### config.mk
export PLATFORM = sky130hd
export DESIGN_NAME = preemptive_priority_scheduler_flat
export DESIGN_NICKNAME = d
export VERILOG_FILES = /design/src/rtl/core/pps_pkg.sv /design/src/rtl/core/pps_if.sv /design/src/rtl/core/pps_ctrl.sv /design/src/rtl/core/pps_datapath.sv /design/src/rtl/core/preemptive_priority_scheduler.sv /design/src/flat_wrapper.sv
export VERILOG_INCLUDE_DIRS = /design/src /design/src/rtl/core
export SDC_FILE = /design/constraint.sdc
export NUM_CORES = 1
export LEC_CHECK = 0
export ABC_AREA = 1
export ABC_CLOCK_PERIOD_IN_PS = 11300
export BUFFER_PORTS_ARGS = -buffer_cell sky130_fd_sc_hd__buf_2
export CORE_MARGIN = 2
export CORE_UTILIZATION = 38
export DETAILED_ROUTE_END_ITERATION = 7
export SLEW_MARGIN = 20
export SYNTH_ARGS = -nofsm -noshare
export SYNTH_HDL_FRONTEND = slang
export SYNTH_SLANG_ARGS = --single-unit
### constraint.sdc
create_clock -name clk -period 11.3 [get_ports clk]
set_clock_uncertainty 0.15 [all_clocks]
set_input_delay 0.565 -clock clk [delete_from_list [all_inputs] [get_ports clk]]
set_output_delay 0.565 -clock clk [all_outputs]
set_load 0.02 [all_outputs]
### src/rtl/core/preemptive_priority_scheduler_macros.svh
// ----------------------------------------------------------------------------
// Assertion macros for the preemptive priority scheduler
// Implication checks on the block's clock with reset masking.
// ----------------------------------------------------------------------------
`ifndef PREEMPTIVE_PRIORITY_SCHEDULER_MACROS_SVH
`define PREEMPTIVE_PRIORITY_SCHEDULER_MACROS_SVH

// Same-cycle implication: when ante holds, cons holds in the same cycle.
`define PPS_ASSERT_IMPL(lbl, clk, rst, ante, cons, msg) \
  lbl: assert property (@(posedge clk) disable iff (rst) (ante) |-> (cons)) \
    else $error(msg);

// Next-cycle implication: when ante holds, cons holds in the next cycle.
`define PPS_ASSERT_NEXT(lbl, clk, rst, ante, cons, msg) \
  lbl: assert property (@(posedge clk) disable iff (rst) (ante) |=> (cons)) \
    else $error(msg);

`endif

### src/rtl/core/pps_pkg.sv
// ----------------------------------------------------------------------------
// pps_pkg
// Constants, table entry type, controller states and command/status groups.
// ----------------------------------------------------------------------------
`timescale 1ns / 1ps

package pps_pkg;

  localparam int READY_DEPTH = 8;
  localparam int PRIO_LEVELS = 7;

  localparam int IDX_W   = $clog2(READY_DEPTH);
  localparam int CNT_W   = $clog2(READY_DEPTH + 1);
  localparam int ID_W    = 8;
  localparam int PRIO_W  = 3;
  localparam int LEFT_W  = 8;
  localparam int COUNT_W = 4;
  localparam int QUANT_W = 8;

  localparam logic [QUANT_W-1:0] QUANTUM_RESET = 8'd3;

  typedef struct packed {
    logic [ID_W-1:0]   id;
    logic [PRIO_W-1:0] prio;
    logic [LEFT_W-1:0] left;
  } entry_t;

  typedef enum logic [2:0] {
    ST_IDLE,
    ST_SCAN,
    ST_DECIDE,
    ST_SHIFT,
    ST_COMMIT,
    ST_REPORT
  } state_t;

  typedef struct packed {
    logic take;
    logic start;
    logic scan_step;
    logic shift_start;
    logic shift_step;
    logic commit;
    logic load_out;
  } cmd_t;

  typedef struct packed {
    logic scan_done;
    logic dispatch;
    logic shift_done;
    logic out_free;
  } sts_t;

endpackage

### src/rtl/core/pps_if.sv
// ----------------------------------------------------------------------------
// pps_if
// Tick, result and configuration channels, each with valid/ready.
// ----------------------------------------------------------------------------
`timescale 1ns / 1ps

interface pps_tick_if import pps_pkg::*; ();
  logic              valid;
  logic              ready;
  logic              mode;
  logic [ID_W-1:0]   task_id;
  logic [PRIO_W-1:0] priority_req;

  modport source (output valid, mode, task_id, priority_req, input ready);
  modport sink   (input valid, mode, task_id, priority_req, output ready);
endinterface

interface pps_sched_if import pps_pkg::*; ();
  logic               valid;
  logic               ready;
  logic               running_valid;
  logic [ID_W-1:0]    running_id;
  logic [PRIO_W-1:0]  running_priority;
  logic [LEFT_W-1:0]  running_left;
  logic               preempted;
  logic               retired;
  logic [COUNT_W-1:0] ready_count;
  logic               admit_dropped;

  modport source (output valid, running_valid, running_id, running_priority,
                  running_left, preempted, retired, ready_count, admit_dropped,
                  input ready);
  modport sink   (input valid, running_valid, running_id, running_priority,
                  running_left, preempted, retired, ready_count, admit_dropped,
                  output ready);
endinterface

interface pps_cfg_if import pps_pkg::*; ();
  logic               valid;
  logic               ready;
  logic [QUANT_W-1:0] data;

  modport source (output valid, data, input ready);
  modport sink   (input valid, data, output ready);
endinterface

### src/rtl/core/pps_ctrl.sv
// ----------------------------------------------------------------------------
// pps_ctrl
// Tick sequencer: accept, scan, decide, compact, commit, report.
// ----------------------------------------------------------------------------
`timescale 1ns / 1ps

module pps_ctrl import pps_pkg::*; (
  input  logic clk,
  input  logic rst,
  input  logic tick_valid,
  input  sts_t sts,
  output cmd_t cmd
);

  state_t state;
  state_t state_next;

  always_ff @(posedge clk) begin
    if (rst) begin
      state <= ST_IDLE;
    end else begin
      state <= state_next;
    end
  end

  always_comb begin
    state_next = state;
    case (state)
      ST_IDLE: begin
        if (tick_valid) state_next = ST_SCAN;
      end
      ST_SCAN: begin
        if (sts.scan_done) state_next = ST_DECIDE;
      end
      ST_DECIDE: begin
        state_next = sts.dispatch ? ST_SHIFT : ST_COMMIT;
      end
      ST_SHIFT: begin
        if (sts.shift_done) state_next = ST_COMMIT;
      end
      ST_COMMIT: begin
        state_next = ST_REPORT;
      end
      ST_REPORT: begin
        if (sts.out_free) state_next = ST_IDLE;
      end
      default: begin
        state_next = ST_IDLE;
      end
    endcase
  end

  always_comb begin
    cmd = '0;
    case (state)
      ST_IDLE: begin
        cmd.take  = 1'b1;
        cmd.start = tick_valid;
      end
      ST_SCAN: begin
        cmd.scan_step = 1'b1;
      end
      ST_DECIDE: begin
        cmd.shift_start = sts.dispatch;
      end
      ST_SHIFT: begin
        cmd.shift_step = 1'b1;
      end
      ST_COMMIT: begin
        cmd.commit = 1'b1;
      end
      ST_REPORT: begin
        cmd.load_out = sts.out_free;
      end
      default: begin
        cmd = '0;
      end
    endcase
  end

endmodule

### src/rtl/core/pps_datapath.sv
// ----------------------------------------------------------------------------
// pps_datapath
// Ready table memory, running slot, best-entry scan and result register.
// ----------------------------------------------------------------------------
`timescale 1ns / 1ps

module pps_datapath import pps_pkg::*; (
  input  logic        clk,
  input  logic        rst,
  input  cmd_t        cmd,
  output sts_t        sts,
  pps_tick_if.sink    tick,
  pps_sched_if.source sched,
  pps_cfg_if.sink     cfg
);

  // ready table, one read and one write port, registered read
  entry_t mem [READY_DEPTH];
  entry_t rd_data;

  logic [QUANT_W-1:0] quantum;
  logic [CNT_W-1:0]   used;

  logic              run_valid;
  logic [ID_W-1:0]   run_id;
  logic [PRIO_W-1:0] run_prio;
  logic [LEFT_W-1:0] run_left;

  logic retired_f;
  logic dropped_f;
  logic preempted_f;

  logic [CNT_W-1:0] scan_ptr;
  logic             cmp_valid;
  logic [IDX_W-1:0] cmp_idx;
  logic             found;
  logic [IDX_W-1:0] best_idx;
  entry_t           best;

  logic [CNT_W-1:0] sh_ptr;
  logic             sh_valid;
  logic [IDX_W-1:0] sh_waddr;

  logic               res_valid;
  logic               res_running_valid;
  logic [ID_W-1:0]    res_running_id;
  logic [PRIO_W-1:0]  res_running_priority;
  logic [LEFT_W-1:0]  res_running_left;
  logic               res_preempted;
  logic               res_retired;
  logic [COUNT_W-1:0] res_ready_count;
  logic               res_admit_dropped;

  logic [PRIO_W-1:0] prio_clamped;
  logic              table_full;
  logic              push_ok;
  logic              do_dispatch;
  logic              do_preempt;
  logic [CNT_W-1:0]  used_m1;
  logic [CNT_W-1:0]  sh_ptr_m1;
  logic              scan_rd;
  logic              shift_rd;
  logic              mem_we;
  logic [IDX_W-1:0]  mem_waddr;
  entry_t            mem_wdata;
  logic              mem_re;
  logic [IDX_W-1:0]  mem_raddr;
  logic [LEFT_W-1:0] commit_left;
  logic              commit_valid;

  // clamp the admitted priority into the legal range
  always_comb begin
    prio_clamped = tick.priority_req;
    if (tick.priority_req == '0) begin
      prio_clamped = PRIO_W'(1);
    end else if (tick.priority_req > PRIO_W'(PRIO_LEVELS)) begin
      prio_clamped = PRIO_W'(PRIO_LEVELS);
    end
  end

  assign table_full  = (used == CNT_W'(READY_DEPTH));
  assign push_ok     = cmd.start && tick.mode && !table_full;
  assign do_dispatch = found && (!run_valid || (best.prio < run_prio));
  assign do_preempt  = do_dispatch && run_valid;
  assign used_m1     = used - CNT_W'(1);
  assign sh_ptr_m1   = sh_ptr - CNT_W'(1);
  assign scan_rd     = cmd.scan_step && (scan_ptr < used);
  assign shift_rd    = cmd.shift_step && (sh_ptr < used);

  // write port: admit push, compaction move, or push-back of a preempted task
  always_comb begin
    mem_we    = 1'b0;
    mem_waddr = used[IDX_W-1:0];
    mem_wdata = rd_data;
    if (push_ok) begin
      mem_we    = 1'b1;
      mem_waddr = used[IDX_W-1:0];
      mem_wdata = '{id: tick.task_id, prio: prio_clamped, left: quantum};
    end else if (sh_valid) begin
      mem_we    = 1'b1;
      mem_waddr = sh_waddr;
      mem_wdata = rd_data;
    end else if (cmd.commit && do_preempt) begin
      mem_we    = 1'b1;
      mem_waddr = used_m1[IDX_W-1:0];
      mem_wdata = '{id: run_id, prio: run_prio, left: run_left};
    end
  end

  always_comb begin
    mem_re    = scan_rd || shift_rd;
    mem_raddr = shift_rd ? sh_ptr[IDX_W-1:0] : scan_ptr[IDX_W-1:0];
  end

  always_ff @(posedge clk) begin
    if (mem_we) begin
      mem[mem_waddr] <= mem_wdata;
    end
    if (mem_re) begin
      rd_data <= mem[mem_raddr];
    end
  end

  // running task after dispatch, then decremented with saturation at zero
  always_comb begin
    commit_valid = do_dispatch || run_valid;
    commit_left  = do_dispatch ? best.left : run_left;
    if (commit_valid && (commit_left != '0)) begin
      commit_left = commit_left - LEFT_W'(1);
    end
  end

  always_ff @(posedge clk) begin
    if (rst) begin
      quantum     <= QUANTUM_RESET;
      used        <= '0;
      run_valid   <= 1'b0;
      run_id      <= '0;
      run_prio    <= '0;
      run_left    <= '0;
      retired_f   <= 1'b0;
      dropped_f   <= 1'b0;
      preempted_f <= 1'b0;
      scan_ptr    <= '0;
      cmp_valid   <= 1'b0;
      found       <= 1'b0;
      sh_ptr      <= '0;
      sh_valid    <= 1'b0;
      res_valid   <= 1'b0;
    end else begin
      if (cfg.valid) begin
        quantum <= cfg.data;
      end

      if (cmd.start) begin
        dropped_f   <= tick.mode && table_full;
        preempted_f <= 1'b0;
        scan_ptr    <= '0;
        cmp_valid   <= 1'b0;
        found       <= 1'b0;
        if (push_ok) begin
          used <= used + CNT_W'(1);
        end
        // retire a task whose time has run out
        if (run_valid && (run_left == '0)) begin
          run_valid <= 1'b0;
          retired_f <= 1'b1;
        end else begin
          retired_f <= 1'b0;
        end
      end

      if (cmd.scan_step) begin
        if (scan_rd) begin
          scan_ptr  <= scan_ptr + CNT_W'(1);
          cmp_idx   <= scan_ptr[IDX_W-1:0];
          cmp_valid <= 1'b1;
        end else begin
          cmp_valid <= 1'b0;
        end
      end

      // strict compare keeps the earliest entry on a tie
      if (cmp_valid) begin
        if (!found || (rd_data.prio < best.prio)) begin
          found    <= 1'b1;
          best     <= rd_data;
          best_idx <= cmp_idx;
        end
      end

      if (cmd.shift_start) begin
        sh_ptr   <= CNT_W'(best_idx) + CNT_W'(1);
        sh_valid <= 1'b0;
      end else if (cmd.shift_step) begin
        if (shift_rd) begin
          sh_ptr   <= sh_ptr + CNT_W'(1);
          sh_waddr <= sh_ptr_m1[IDX_W-1:0];
          sh_valid <= 1'b1;
        end else begin
          sh_valid <= 1'b0;
        end
      end

      if (cmd.commit) begin
        if (do_dispatch) begin
          run_id      <= best.id;
          run_prio    <= best.prio;
          run_valid   <= 1'b1;
          preempted_f <= do_preempt;
          if (!do_preempt) begin
            used <= used_m1;
          end
        end
        run_left <= commit_left;
      end

      if (cmd.load_out) begin
        res_valid <= 1'b1;
      end else if (sched.ready) begin
        res_valid <= 1'b0;
      end
    end
  end

  // result register payload
  always_ff @(posedge clk) begin
    if (cmd.load_out) begin
      res_running_valid    <= run_valid;
      res_running_id       <= run_valid ? run_id : '0;
      res_running_priority <= run_valid ? run_prio : '0;
      res_running_left     <= run_valid ? run_left : '0;
      res_preempted        <= preempted_f;
      res_retired          <= retired_f;
      res_ready_count      <= COUNT_W'(used);
      res_admit_dropped    <= dropped_f;
    end
  end

  assign sts.scan_done  = (scan_ptr == used) && !cmp_valid;
  assign sts.dispatch   = do_dispatch;
  assign sts.shift_done = (sh_ptr == used) && !sh_valid;
  assign sts.out_free   = !res_valid || sched.ready;

  assign tick.ready = cmd.take;
  assign cfg.ready  = 1'b1;

  assign sched.valid            = res_valid;
  assign sched.running_valid    = res_running_valid;
  assign sched.running_id       = res_running_id;
  assign sched.running_priority = res_running_priority;
  assign sched.running_left     = res_running_left;
  assign sched.preempted        = res_preempted;
  assign sched.retired          = res_retired;
  assign sched.ready_count      = res_ready_count;
  assign sched.admit_dropped    = res_admit_dropped;

endmodule

### src/rtl/core/preemptive_priority_scheduler.sv
// ----------------------------------------------------------------------------
// preemptive_priority_scheduler
// One tick per transaction: an optional admit to the tail of an eight-entry
// ready table, retirement of a task with no time left, dispatch of the best
// ready task or preemption by a strictly more urgent one (lower priority
// number, earliest entry on a tie), then a saturating decrement of the running
// task's remaining time. The scan, and on a dispatch the compaction, each read
// one entry a cycle through the single read port of the ready table. The next
// tick is taken once the result is in the output register, which holds it
// until the consumer takes it. A full table drops the admit and flags it. The
// quantum register is written on its own channel and resets to three ticks.
// The ready table has no reset: only entries below the fill count are ever
// read.
// ----------------------------------------------------------------------------
`timescale 1ns / 1ps

`include "preemptive_priority_scheduler_macros.svh"

module preemptive_priority_scheduler import pps_pkg::*; (
  input  logic        clk,
  input  logic        rst,
  pps_tick_if.sink    tick,
  pps_sched_if.source sched,
  pps_cfg_if.sink     cfg
);

  cmd_t cmd;
  sts_t sts;

  // sequencer: steps each tick through scan, compaction and commit
  pps_ctrl u_ctrl (
    .clk        (clk),
    .rst        (rst),
    .tick_valid (tick.valid),
    .sts        (sts),
    .cmd        (cmd)
  );

  // table, running slot, quantum register and result register
  pps_datapath u_datapath (
    .clk   (clk),
    .rst   (rst),
    .cmd   (cmd),
    .sts   (sts),
    .tick  (tick),
    .sched (sched),
    .cfg   (cfg)
  );

  // one tick in flight: ready drops once a transaction is taken
  `PPS_ASSERT_NEXT(a_one_tick, clk, rst, tick.valid && tick.ready,
                   !tick.ready, "tick taken while busy")

  // a preempted task is always replaced, never retired in the same tick
  `PPS_ASSERT_IMPL(a_preempt_runs, clk, rst, sched.valid && sched.preempted,
                   sched.running_valid && !sched.retired, "preemption without a running task")

  // occupancy never passes the table depth
  `PPS_ASSERT_IMPL(a_count_bound, clk, rst, sched.valid,
                   sched.ready_count <= COUNT_W'(READY_DEPTH), "ready count above depth")

  // a loaded result is offered on the next cycle
  `PPS_ASSERT_NEXT(a_result_shown, clk, rst, cmd.load_out, sched.valid, "result not offered")

endmodule

### src/flat_wrapper.sv
// flat-port wrapper written by rule: the top's interface ports become plain ports
module preemptive_priority_scheduler_flat import pps_pkg::*;
  (clk, rst, tick_valid, tick_mode, tick_task_id, tick_priority_req, tick_ready, sched_valid, sched_running_valid, sched_running_id, sched_running_priority, sched_running_left, sched_preempted, sched_retired, sched_ready_count, sched_admit_dropped, sched_ready, cfg_valid, cfg_data, cfg_ready);
  pps_tick_if tick_i ();
  pps_sched_if sched_i ();
  pps_cfg_if cfg_i ();
  input  logic clk;
  input  logic rst;
  input wire logic [$bits(tick_i.valid)-1:0] tick_valid;
  input wire logic [$bits(tick_i.mode)-1:0] tick_mode;
  input wire logic [$bits(tick_i.task_id)-1:0] tick_task_id;
  input wire logic [$bits(tick_i.priority_req)-1:0] tick_priority_req;
  output wire logic [$bits(tick_i.ready)-1:0] tick_ready;
  output wire logic [$bits(sched_i.valid)-1:0] sched_valid;
  output wire logic [$bits(sched_i.running_valid)-1:0] sched_running_valid;
  output wire logic [$bits(sched_i.running_id)-1:0] sched_running_id;
  output wire logic [$bits(sched_i.running_priority)-1:0] sched_running_priority;
  output wire logic [$bits(sched_i.running_left)-1:0] sched_running_left;
  output wire logic [$bits(sched_i.preempted)-1:0] sched_preempted;
  output wire logic [$bits(sched_i.retired)-1:0] sched_retired;
  output wire logic [$bits(sched_i.ready_count)-1:0] sched_ready_count;
  output wire logic [$bits(sched_i.admit_dropped)-1:0] sched_admit_dropped;
  input wire logic [$bits(sched_i.ready)-1:0] sched_ready;
  input wire logic [$bits(cfg_i.valid)-1:0] cfg_valid;
  input wire logic [$bits(cfg_i.data)-1:0] cfg_data;
  output wire logic [$bits(cfg_i.ready)-1:0] cfg_ready;
  assign tick_i.valid = tick_valid;
  assign tick_i.mode = tick_mode;
  assign tick_i.task_id = tick_task_id;
  assign tick_i.priority_req = tick_priority_req;
  assign tick_ready = tick_i.ready;
  assign sched_valid = sched_i.valid;
  assign sched_running_valid = sched_i.running_valid;
  assign sched_running_id = sched_i.running_id;
  assign sched_running_priority = sched_i.running_priority;
  assign sched_running_left = sched_i.running_left;
  assign sched_preempted = sched_i.preempted;
  assign sched_retired = sched_i.retired;
  assign sched_ready_count = sched_i.ready_count;
  assign sched_admit_dropped = sched_i.admit_dropped;
  assign sched_i.ready = sched_ready;
  assign cfg_i.valid = cfg_valid;
  assign cfg_i.data = cfg_data;
  assign cfg_ready = cfg_i.ready;
  preemptive_priority_scheduler u_core (.clk(clk), .rst(rst), .tick(tick_i), .sched(sched_i), .cfg(cfg_i));
endmodule
**Yosys cells after proc, flatten, opt, wreduce, memory -nomap -nowiden**

Memory sizes are Yosys's and may differ from the RTL's. A register that Yosys moved wholly into a read port is not among the register bits.
Cells that the tools add are included.

- Register bits after elaboration: 105
- Output and inout bits: 30
- ROM bits: 0
- Word-level logic and storage cells: 151
- Input bits: 25
- Memory bits (writable): 152
- Memories kept: 1
- Latch bits: 0

- Reduce and logical (&&, ||, !) cells: 38
- Add/subtract/negate cells: 7
- $mul: 0
- Bitwise logic cells: 2
- Multiplexer cells: 56
- Divide/modulo/power cells: 0
- Magnitude comparators: 5
- Shift-type cells: 0
- Equality and inequality tests: 12

Memories:

| memory | words | width | read ports | clocked after memory_dff | wr ports | RTL line | RTL |
|---|---|---|---|---|---|---|---|
| u_core.u_datapath.mem | 8 | 19 | 1 | 1 | 1 | pps_datapath.sv:18 | `entry_t mem [READY_DEPTH];` |

Operators with widths:

| kind | number |
|---|---|
| $mux 19 | 3 |
| $mux 4 | 11 |
| $mux 3 | 11 |
| $mux 1 | 27 |
| $pmux 3 s6 | 1 |
| $mux 8 | 2 |
| $add 4x1->4 const B | 3 |
| $logic_and 1x1->1 | 12 |
| $eq 4x4->1 | 2 |
| $logic_not 8->1 | 1 |
| $lt 4x4->1 | 2 |
| $reduce_and 4->1 | 2 |
| $reduce_bool 2->1 | 4 |
| $reduce_bool 8->1 | 1 |
| $sub 8x1->8 const B | 1 |
| $eq 3x2->1 const B | 2 |
| $eq 3x3->1 const B | 2 |
| $logic_not 1->1 | 6 |
| $logic_not 3->1 | 2 |
| $lt 3x3->1 | 2 |
| $reduce_and 3->1 | 2 |
| $logic_or 1x1->1 | 5 |
| $add 3x1->4 const B | 1 |
| $eq 4x4->1 const B | 1 |
| 10 further kinds | 14 |

**Depth between registers and ports, before layout**

- Depth after elaboration: 10
- Depth in mapped cells: 21
- Mapped depth without buffers: 20

**Hierarchy**

Synthesis repeated with hierarchy kept, for this count alone.

- Cell total of the unflattened synthesis: 1198
- Area, all modules: 12117.9 µm²

By module, submodules not included:

| module | instances | area each (µm²) | cells each | seq. area each (µm²) |
|---|---|---|---|---|
| pps_datapath | 1 | 11852.6 | 1151 | 7727.4 |
| pps_ctrl | 1 | 265.3 | 47 | 60.1 |

**Least setup slack after synthesis**

No wires, ideal clock.

- Path kind: input-to-reg
- From: input port sched_ready
- To: register u_core.u_datapath.res_admit_dropped (netlist: u_core.u_datapath.sched.admit_dropped), enable pin
- Stages: 2
- Path slack: 7.459 ns
- Setup time: 0.479 ns
- Path buffers: 0
- Data required time: 10.671 ns
- Data arrival time: 3.212 ns
- Cell sequence: nor2_1 > nor4_1

RTL lines:

| what | RTL line | RTL |
|---|---|---|
| start, declared | flat_wrapper.sv:23 | `input wire logic [$bits(sched_i.ready)-1:0] sched_ready;` |
| end signal, assigned | pps_datapath.sv:236 | `res_admit_dropped <= dropped_f;` |
| end, declared | pps_datapath.sv:52 | `logic res_admit_dropped;` |

**Final worst setup path**

- From: register u_core.u_datapath.used[0]
- To: memory u_core.u_datapath.mem[0][4] in the netlist's numbering, enable pin

- Word-level cells in the longest chain between the ends: 6
- Elaborated cells between the ends (all ways): 10
- Those cells by class: add/sub: 1; eq/ne: 1; mux: 6; reduce/logical: 2

Ends and longest elaborated chain:

| what | RTL line | RTL |
|---|---|---|
| start, declared | pps_datapath.sv:22 | `logic [CNT_W-1:0] used;` |
| start signal, assigned | pps_datapath.sv:162 | `used <= used + CNT_W'(1);` |
| start signal, assigned | pps_datapath.sv:212 | `used <= used_m1;` |
| parallel branches: the longest is 6 deep, another holds $sub 4x1->4 | - |  |
| end, declared | pps_datapath.sv:18 |  |

Parallel ways; which one is timed is not known.

==> impl_metrics.tcl <==
set metrics [dict create \
    status "completed" \
    vias 8133 \
    synthCells 1208 \
    arrival_ns 4.98 \
    yosys.area.top_type_share 0.5557 \
    worst_slew_pin_slew_ns 1.078 \
    synth_ff_type "edfxtp_1" \
    num_io_pins 55 \
    cts_hold_buf 0 \
    rrSetupSlack_ns 6.34 \
    fp-row-count 65 \
    grt_pass1_vias 7612 \
    post-cts-setup-buffers 0 \
    clock-root-buffer "clkbuf_16" \
    p_clk_frac 0.436 \
    ant_nets 0 \
    die_w_um 183.3 \
    final-setup-viol-count 0 \
    antenna_found_initial 0 \
    setup-tns-final_ns 0 \
    max_freq_ghz 0.2015 \
    worst_r2r_endpoint "u_core.u_datapath.mem[0][4]" \
    synth-edff-count 226 \
    clock_path_buffers 3 \
    die-area_mm2 0.03359 \
    seq_area_frac_synth 0.6377 \
    worst-path-stages 9 \
    clock-sinks 276 \
    path_clk_slew_ns 0.06 \
    vdd_drop_max_mv 0.1097 \
    dp_hpwl_um 17340 \
    drt_iter0_drc 655 \
    synthTopCellsByArea "edfxtp_1 56%, nand2_1 8.9%, dfxtp_1 8.2%" \
    wl_per_cell_um 15.31 \
    synth_area_mm2 0.01221 \
    finalWorstSetupSlack_ns 6.336 \
    cp-end-kind "register" \
    htree_num_levels 1 \
    fin_crit_ns 4.964 \
    p_sw_frac 0.2210 \
    synth_top_cell_by_area "edfxtp_1" \
    hold_viol_final 0 \
    preCtsSetupSlack_ns 6.801 \
    drv_slew 0 \
    p_int_mw 1.760 \
    fin_crit_sh 0.4393 \
    maxSlewHeadroom 0.2814 \
    synth_nets 1253 \
    fin_area_mm2 0.01383 \
    worstRegToRegCells 9 \
    hold_class "in2reg" \
    p_seq_frac 0.501 \
    holdWs_ns 0.07396 \
    crit_required_ns 11.32 \
    cts_buffers 30 \
    drc 0 \
    cts-resized-gates 0 \
    combinationalPowerShare 0.063 \
    routed_wl_um 25650 \
    p_sw_mw 0.4994 \
    track_usage 0.1539 \
    synth.avg_cell_area_um2 10.11 \
    async_reset_ff_frac 0 \
    grt_pass1_wl_um 41000 \
    grt_overflow 0 \
    p_per_area_mw_per_mm2 163.3 \
    critPathKind "reg2reg" \
    drtPass1Iterations 5 \
    maxCapViolations 0 \
    cp_top_family "simple AND/OR/NAND/NOR gates" \
    rsz0062_at_grt "false" \
    yosys_register_bits 276 \
    grt_max_degree 116 \
    critical_path.startpoint "u_core.u_datapath.used[0]" \
    path_max_fanout 40 \
    r2r_start "u_core.u_datapath.used[0]" \
    drive_gt1_frac 0.1076 \
    chipHeight_um 183.3 \
    worst_path_largest_cell_delay_ns 1.02 \
    cpMaxStageDelayCell "clkinv_1" \
    antennaDiodeCount 0 \
    start_util 0.3860 \
    layout.nets 1294 \
    worst-path-buf-inv 3 \
    cp-start-kind "register" \
    ys_warn_count 0 \
    p_leak_nw 5.514 \
    cts_tree "done" \
    crit_chain "inv_1, ha_1, nand3_1, inv_1, nor2_1, clkinv_1, nand4_1, nand3_1, nor2_2" \
    yosysUniqueCellTypes 46 \
    clock_latency_ns 0.55 \
    cp-endpoint "u_core.u_datapath.mem[0][4]" \
    gp_congestion 0.8967 \
    vias_per_cell 4.856 \
    placed_area_mm2 0.01281 \
    core-area_mm2 0.03164 \
    area_growth_pct 13.26 \
    place.port_buffers 53 \
]
kinds of logic after synthesis:
| group | count (synthesis) | share of synthesized area |
|---|---|---|
| xor gates and xnor gates | 7 | 0.005021 |
| DFF | 276 | 0.6377 |
| other | 1 | 0.0003071 |
| adders and majority gates | 20 | 0.02049 |
| and+or+nand+nor | 436 | 0.1464 |
| muxes | 1 | 0.0009221 |
| AOI/OAI and AO/OA | 226 | 0.1099 |
| buffers and inverters | 241 | 0.07920 |
area by class of cell:
| type | count | area (um^2) |
|---|---|---|
| Clock buffer | 43 | 862.1 |
| Fill cell | 2954 | 17810 |
| Clock inverter | 13 | 145.1 |
| Inverter | 191 | 721.9 |
| Sequential cell | 276 | 7787 |
| Timing Repair Buffer | 59 | 310.3 |
| Multi-Input combinational cell | 691 | 3501 |
| Tap cell | 402 | 503.0 |
worst reg2reg max path: cells and delay by family, from the launching register on:
kind,cells,cell delay (ns)
and+or+nand+nor,5,2.34
DFF,1,0.56
adders and majority gates,1,0.26
buffers and inverters,3,1.25
worst min-delay path by stage:
stage | endpoint | cells past startpoint | slack (ns) | start
after floorplan | u_core.u_datapath.best_idx[0] | 0 | 0.25 | u_core.u_datapath.cmp_idx[0]
after global placement | u_core.u_datapath.best_idx[1] | 0 | 0.25 | u_core.u_datapath.cmp_idx[1]
after detailed placement | u_core.u_datapath.best_idx[0] | 0 | 0.27 | u_core.u_datapath.cmp_idx[0]
after CTS | u_core.u_datapath.quantum[1] | 3 | 0.06 | cfg_data[1]
after global routing | u_core.u_datapath.quantum[1] | 3 | 0.06 | cfg_data[1]
final | u_core.u_datapath.quantum[1] | 3 | 0.07 | cfg_data[1]
through the flow:
step	total power [mW]	utilization	instances
floorplan	1.247	-	1208
global placement	1.292	0.4049	1619
detailed placement	1.295	0.4049	1619
CTS	2.285	0.4367	1675
global route	2.345	0.4372	1675
finish	2.259	0.4372	1675
Yosys cell counts (2+ instances only):
cell / number
xor2_1: 5
nand3b_1: 7
o21ai_0: 71
edfxtp_1: 226
buf_4: 4
o21ai_1: 19
o31ai_1: 2
inv_2: 4
a21oi_1: 59
o21bai_1: 2
inv_1: 185
ha_1: 20
a211oi_1: 3
o21ai_2: 2
o211ai_1: 58
inv_4: 2
nor3_1: 3
nor2_1: 82
nand3_1: 35
buf_6: 2
buf_2: 22
nor2_4: 2
xnor2_1: 2
nand4_1: 6
nand2_2: 4
nand2_1: 291
clkbuf_1: 22
dfxtp_1: 50
power groups by stage:
stage                     combinational, mW  clock, mW  sequential [mW]
after floorplan                      0.0946          0             1.15
after global placement                0.139          0             1.15
after detailed placement              0.141          0             1.15
after CTS                             0.142       1.01             1.13
after global routing                  0.161       1.05             1.13
final                                 0.141      0.985             1.13
per-layer routing:
metal,global-route usage,wire (um),vias up
met3,0.02323,1155,32
met4,0.03904,436,0
li1,-,-,4128
met2,0.2508,11800,188
met5,0,0,-
met1,0.2161,12260,3785
layout by cell type (no fill, tap or decap), types with 4 or more instances in the layout:
| cell type | instances |
|---|---|
| nand2_1 | 291 |
| edfxtp_1 | 226 |
| inv_1 | 184 |
| nor2_1 | 73 |
| o21ai_0 | 71 |
| a21oi_1 | 59 |
| o211ai_1 | 58 |
| buf_2 | 53 |
| dfxtp_1 | 50 |
| nand3_1 | 35 |
| clkbuf_16 | 32 |
| ha_1 | 20 |
| o21ai_1 | 19 |
| clkbuf_1 | 9 |
| clkinv_2 | 8 |
| nor2_2 | 7 |
| nand3b_1 | 7 |
| nand4_1 | 6 |
| buf_4 | 6 |
| nor2_4 | 5 |
| xor2_1 | 5 |
| inv_2 | 4 |
| nand2_2 | 4 |
flip-flops by register name, summed over array words and instances (netlist names), 3 cells and up:
register and cells:
u_core.u_datapath.rd_data 19, u_core.u_datapath.run_prio 3, u_core.u_datapath.scan_ptr 4, u_core.u_datapath.best 19
u_core.u_datapath.quantum 8, u_core.u_datapath.used 4, u_core.u_ctrl.state 3, u_core.u_datapath.sched.ready_count 4
u_core.u_datapath.sched.running_id 8, u_core.u_datapath.sh_ptr 4, u_core.u_datapath.run_left 8, u_core.u_datapath.sched.running_left 8
u_core.u_datapath.run_id 8, u_core.u_datapath.cmp_idx 3, u_core.u_datapath.sh_waddr 3, u_core.u_datapath.best_idx 3
u_core.u_datapath.sched.running_priority 3, u_core.u_datapath.mem 152
(Power assumes the default switching activity.)
